--- config.mk ---
export PLATFORM = sky130hd
export DESIGN_NAME = sbe_front
export DESIGN_NICKNAME = d
export VERILOG_FILES = /design/src/rtl/sbe_pkg.sv /design/src/rtl/sbe_front.sv
export SDC_FILE = /design/constraint.sdc
export NUM_CORES = 1
export LEC_CHECK = 0
export BUFFER_PORTS_ARGS = -buffer_cell sky130_fd_sc_hd__buf_2
export CAP_MARGIN = 10
export CELL_PAD_IN_SITES_DETAIL_PLACEMENT = 0
export CELL_PAD_IN_SITES_GLOBAL_PLACEMENT = 2
export CORE_AREA = 2 2 137 72
export CTS_CLUSTER_SIZE = 24
export DETAILED_ROUTE_END_ITERATION = 6
export DIE_AREA = 0 0 139 74
export GPL_TIMING_DRIVEN = 0
export PLACE_DENSITY = 0.69
export SETUP_SLACK_MARGIN = 0.02
export SKIP_LAST_GASP = 1
export SYNTH_ARGS = -nofsm -noshare
export SYNTH_HDL_FRONTEND = slang
export SYNTH_SLANG_ARGS = --single-unit
--- constraint.sdc ---
create_clock -name clk -period 2.4 [get_ports clk]
set_input_delay 0.24 -clock clk [delete_from_list [all_inputs] [get_ports clk]]
set_output_delay 0.24 -clock clk [all_outputs]
set_load 0.05 [all_outputs]
--- src/rtl/sbe_pkg.sv ---
package sbe_pkg;

    localparam int STACK_DEPTH_DEF    = 256;
    localparam int VARIABLE_COUNT_DEF = 64;
    localparam int PROGRAM_SIZE_DEF   = 1024;

    localparam int LEN_W    = 11;
    localparam int DATA_W   = 32;
    localparam int OPCODE_W = 4;
    localparam int STATUS_W = 3;

    typedef enum logic [OPCODE_W-1:0] {
        OP_HALT  = 4'd0,
        OP_PUSH  = 4'd1,
        OP_LOAD  = 4'd2,
        OP_STORE = 4'd3,
        OP_ADD   = 4'd4,
        OP_SUB   = 4'd5,
        OP_MUL   = 4'd6,
        OP_DIV   = 4'd7,
        OP_GT    = 4'd8,
        OP_LT    = 4'd9,
        OP_EQ    = 4'd10,
        OP_JMP   = 4'd11,
        OP_JZ    = 4'd12,
        OP_EMIT  = 4'd13,
        OP_DUP   = 4'd14,
        OP_POP   = 4'd15
    } opcode_t;

    typedef enum logic [STATUS_W-1:0] {
        ST_RUN    = 3'd0,
        ST_HALT   = 3'd1,
        ST_OVF    = 3'd2,
        ST_UNF    = 3'd3,
        ST_BADVAR = 3'd4,
        ST_DIV0   = 3'd5
    } status_t;

    // classified instruction handed from front to back
    typedef struct packed {
        opcode_t            op;
        logic [DATA_W-1:0]  arg;
        logic               var_bad;
    } instr_t;

    localparam int INSTR_W = $bits(instr_t);

endpackage

--- src/rtl/sbe_front.sv ---
module sbe_front #(
    parameter int VARIABLE_COUNT = sbe_pkg::VARIABLE_COUNT_DEF
) (
    input  logic                            clk,
    input  logic                            rst_n,
    input  logic                            s_axis_tvalid,
    output logic                            s_axis_tready,
    input  logic [39:0]                     s_axis_tdata,
    output logic                            q_valid,
    input  logic                            q_ready,
    output sbe_pkg::instr_t                 q_data
);
    import sbe_pkg::*;

    localparam int QD = 2;

    instr_t     mem_reg [QD];
    logic       wptr_reg, rptr_reg;
    logic [1:0] cnt_reg;
    instr_t     cls;
    logic       push, pop;

    always_comb
    begin
        cls.op       = opcode_t'(s_axis_tdata[OPCODE_W-1:0]);
        cls.arg      = s_axis_tdata[OPCODE_W +: DATA_W];
        cls.var_bad  = ({32'd0, s_axis_tdata[OPCODE_W +: DATA_W]} >= 64'(VARIABLE_COUNT));
    end

    assign s_axis_tready = (cnt_reg != 2'(QD));
    assign push    = s_axis_tvalid && s_axis_tready;
    assign q_valid = (cnt_reg != 2'd0);
    assign pop     = q_valid && q_ready;
    assign q_data  = mem_reg[rptr_reg];

    always_ff @(posedge clk)
    begin
        if (push)
        begin
            mem_reg[wptr_reg] <= cls;
        end
    end

    always_ff @(posedge clk or negedge rst_n)
    begin
        if (!rst_n)
        begin
            wptr_reg <= 1'b0;
            rptr_reg <= 1'b0;
            cnt_reg  <= 2'd0;
        end
        else
        begin
            if (push)
            begin
                wptr_reg <= ~wptr_reg;
            end
            if (pop)
            begin
                rptr_reg <= ~rptr_reg;
            end
            cnt_reg <= cnt_reg + 2'(push) - 2'(pop);
        end
    end

endmodule

==> flow_metrics.py <==
metrics = {
    "run_status": {
        "status": "finished, final reports clean",
    },
    "cts": {
        "clk_pin_slew_worst_paths_ps": 60,
        "insertion_delay_ps": 330,
        "tritoncts_num_sinks": 78,
        "number_of_gates_given_a_new_drive_strength_after_cts": 0,
        "cts_root_buf": "sky130_fd_sc_hd__clkbuf_16",
        "htreeDepth": 3,
        "tritoncts_clock_tree": "done",
        "clock_tree.buffer_depth": 2,
        "number_of_clock_buffers_inserted_by_tritoncts": 9,
    },
    "setup_path": {
        "worst_path_most_repeated_cell": "sky130_fd_sc_hd__buf_2",
        "path_cells": "buf_2 > buf_4 > mux2_2 > buf_2",
        "timing.critical_path.buf_inv": 3,
        "r2r_start": "cnt_reg[1]",
        "timing.critical_path.required_ps": 2160,
        "critical_path.top_delay_family": "buffers and inverters",
        "timing.critical_path.depth": 4,
        "worstPathArrival_ps": 1760,
        "cpMaxStageDelayCell": "sky130_fd_sc_hd__mux2_2",
        "worst_path_largest_cell_delay_ps": 370,
        "reg2regPathDepth": 3,
        "kind_of_start_point_of_the_critical_path": "register",
        "r2r-end": "mem_reg[0][8]",
        "rrSetupSlack_ps": 440,
        "setup.worst_path.class": "reg -> out",
        "crit_path_end_kind": "primary output",
        "cp_max_fo": 10,
    },
    "routing": {
        "via_count": 1571,
        "routed_via_count_divided_by_cell_count": 4.38,
        "drt_drc_violations_left": 0,
        "totalWireLength_um": 5650,
        "drtAntennaViolNets": 0,
        "post_drt_wl_per_cell_um": 15.7,
        "drt_pass1_iterations": 4,
        "drt-initial-drc-count": 108,
    },
    "yosys": {
        "yosys.area_share.xor_xnor_pct": 1.20,
        "yosysTopAreaCellShare_pct": 76.0,
        "synth_largest_area_cell": "sky130_fd_sc_hd__edfxtp_1",
        "largest_family_of_logic_cells_by_synthesized_area": "multiplexers",
        "ys_seq_area_share_pct": 79.4,
        "synthesis.area_um2": 2930,
        "synth_area_per_cell_um2": 20.7,
        "muxShareOfSynthArea_pct": 14.2,
        "synth_compound_gate_area_share_pct": 0,
        "post_synthesis_simple_gate_area_fraction_pct": 3.34,
        "post_synth_fa_ha_maj_area_fraction_pct": 0.855,
        "synthesis.yosys.warnings": 0,
        "synth_nets": 187,
        "synth.area.top_cells": "sky130_fd_sc_hd__edfxtp_1, sky130_fd_sc_hd__mux2_2, sky130_fd_sc_hd__dfrtp_1",
        "postSynthRegisterBits": 78,
        "netlist-cell-type-count": 20,
        "synth_cells": 141,
    },
    "sta": {
        "final_period_minus_worst_setup_slack_ps": 2000,
        "maximum_clock_rate_ghz": 0.500,
        "timing.final.hold_violations": 0,
        "max_slew_margin_pct": 23.6,
        "timing_max_transition_violations_final": 0,
        "min_period_over_period_pct": 83.3,
        "tightest_slew_ps": 1140,
        "setup_viol_count_final": 0,
        "setup_repair_after_global_routing_missed_its_margin": "false",
        "tns_ps": 0,
        "clock_skew_ps": 6.68,
    },
    "final_layout": {
        "most-common-layout-cells": "sky130_fd_sc_hd__buf_2, sky130_fd_sc_hd__edfxtp_1, sky130_fd_sc_hd__mux2_2, sky130_fd_sc_hd__clkbuf_16, sky130_fd_sc_hd__nor4_1",
        "layout-area-overhead-vs-synth_pct": 31.8,
        "largest_register_ffs": 74,
        "final_layout_size_suffix_gt1_share_pct": 58.2,
        "nNetsFinal": 278,
        "final-instance-count-excl-fill": 359,
        "commonest_non_fill_non_tap_cell_in_the_layout": "sky130_fd_sc_hd__buf_2",
    },
    "placed_design": {
        "place_hpwl_um": 3850,
        "routability_driven_placement_congestion_ratio": 0.701,
        "place_inst": 341,
        "numPortBuffers": 78,
    },
    "power_and_ir_drop": {
        "vdd_drop_max_v": 0.000996,
        "sw_frac_of_total_pct": 38.7,
        "finalPower_mw": 5.75,
        "total_leakage_power_nw": 1.43,
        "pwr-share-seq_pct": 33.8,
        "clkPwrFrac_pct": 26.4,
        "p_sw_mw": 2.23,
        "gate_power_share_pct": 39.8,
        "p_per_area_nw_per_um2": 1490,
        "internal_power_mw": 3.52,
    },
    "global_routing": {
        "grt_remaining_overflow": 0,
        "grt_pass1_wl_um": 8590,
        "grt_start_max_net_pins": 38,
        "global_route.usage.total_pct": 11.6,
        "grt_antenna_before_repair": 0,
        "via_count_of_the_first_global_routing_pass": 1580,
    },
    "hold_path": {
        "hold-path-endpoint": "mem_reg[1][2]",
        "worst_hold_path_type": "in -> reg",
        "hold_path_startpoint": "s_axis_tdata[5]",
        "timing.hold.worst_path_depth": 1,
    },
    "flow_run": {
        "timing.max_cap.violations": 0,
    },
    "floorplan": {
        "fp.coreArea_um2": 9130,
        "die_w_um": 139,
        "core.rowCount": 25,
        "die_h_um": 74,
        "ios": 83,
        "die_area_um2": 10300,
        "floorplan.initialDensity_pct": 32.0,
    },
}
-- kinds of logic (layout without fill, tap and decap cells) --
logic type,after synthesis,in the layout
multiplexers,37,37
buffers and inverters,5,101
flip-flops,78,78
AND/OR/NAND/NOR,15,15
XOR/XNOR,4,4
adder cells (fa/ha/maj),2,2
other,0,1
-- what timing repair did --
item / in CTS / in global routing
hold endpoints to repair: 4 / 0
setup buffers: 0 / 0
hold buffers: 1 / 0
-- metal layers --
| metal | part of all wire [%] | wire [um] | GRT usage, % | up-vias |
|---|---|---|---|---|
| met1 | 52 | 2960 | 16.6 | 769 |
| met5 | 0 | 0 | 0 | - |
| met4 | 0.64 | 36 | 3.37 | 0 |
| met3 | 8.9 | 502 | 6.63 | 5 |
| met2 | 38 | 2150 | 14.8 | 54 |
| li1 | - | - | - | 743 |
-- worst reg2reg max path, delay by kind of cell (launching register included) --
kind             cells  cell delay (ps)
flip-flops           1              410
AND/OR/NAND/NOR      3             1160
-- cells in the mapped netlist --
| master | count |
|---|---|
| sky130_fd_sc_hd__nand2_1 | 1 |
| sky130_fd_sc_hd__or2_2 | 1 |
| sky130_fd_sc_hd__or4_4 | 1 |
| sky130_fd_sc_hd__nor4_1 | 5 |
| sky130_fd_sc_hd__and2_1 | 1 |
| sky130_fd_sc_hd__buf_2 | 2 |
| sky130_fd_sc_hd__ha_1 | 2 |
| sky130_fd_sc_hd__xor2_1 | 1 |
| sky130_fd_sc_hd__edfxtp_1 | 74 |
| sky130_fd_sc_hd__mux2_1 | 1 |
| sky130_fd_sc_hd__dfrtp_1 | 4 |
| sky130_fd_sc_hd__nor2_1 | 1 |
| sky130_fd_sc_hd__mux2_2 | 36 |
| sky130_fd_sc_hd__nand2b_1 | 1 |
| sky130_fd_sc_hd__nand4_1 | 1 |
| sky130_fd_sc_hd__nor3_2 | 1 |
| sky130_fd_sc_hd__buf_4 | 2 |
| sky130_fd_sc_hd__inv_1 | 1 |
| sky130_fd_sc_hd__xnor2_1 | 3 |
| sky130_fd_sc_hd__and3_1 | 2 |
-- stage by stage --
step / cell area [um^2] / utilization (%) / setup WS [ps] / hold WS [ps]
after global routing: 3850 / 42.2 / 257 / 83.6
after global placement: 3470 / 38.0 / -61.2 / 56.2
final: 3850 / 42.2 / 402 / 101
after floorplan: 2930 / - / 163 / -55.6
after CTS: 3850 / 42.2 / 358 / 84.1
after detailed placement: 3500 / 38.4 / 389 / 55.1
-- power groups by stage --
stage          Clock, mW  Sequential, mW  Combinational, mW
3_3_place_gp           0            1.97               2.27
4_1_cts             1.56            1.94               2.32
3_5_place_dp           0            1.97               2.31
6_report            1.52            1.94               2.29
5_1_grt             1.61            1.97               2.41
2_1_floorplan          0            1.95               1.78
-- worst max-delay path by stage --
stage / end / slack [ps] / start
6_report: q_data[13] / 400 / rptr_reg
2_1_floorplan: mem_reg[1][0] / 160 / cnt_reg[0]
4_1_cts: q_data[17] / 360 / rptr_reg
3_5_place_dp: mem_reg[0][16] / 390 / cnt_reg[1]
3_3_place_gp: mem_reg[1][18] / -60 / cnt_reg[1]
5_1_grt: mem_reg[0][19] / 260 / cnt_reg[1]
-- area by class of cell --
class	count	area (um^2)
buffer	4	25.0
fill	853	5280
sequential	78	2320
inverter	1	3.75
clock inverter	6	110
clock buffer	10	229
antenna	1	2.50
timing repair buffer	80	428
tap	121	151
multi-input combinational	58	583
Note: power is estimated with default switching activity, not from simulation.
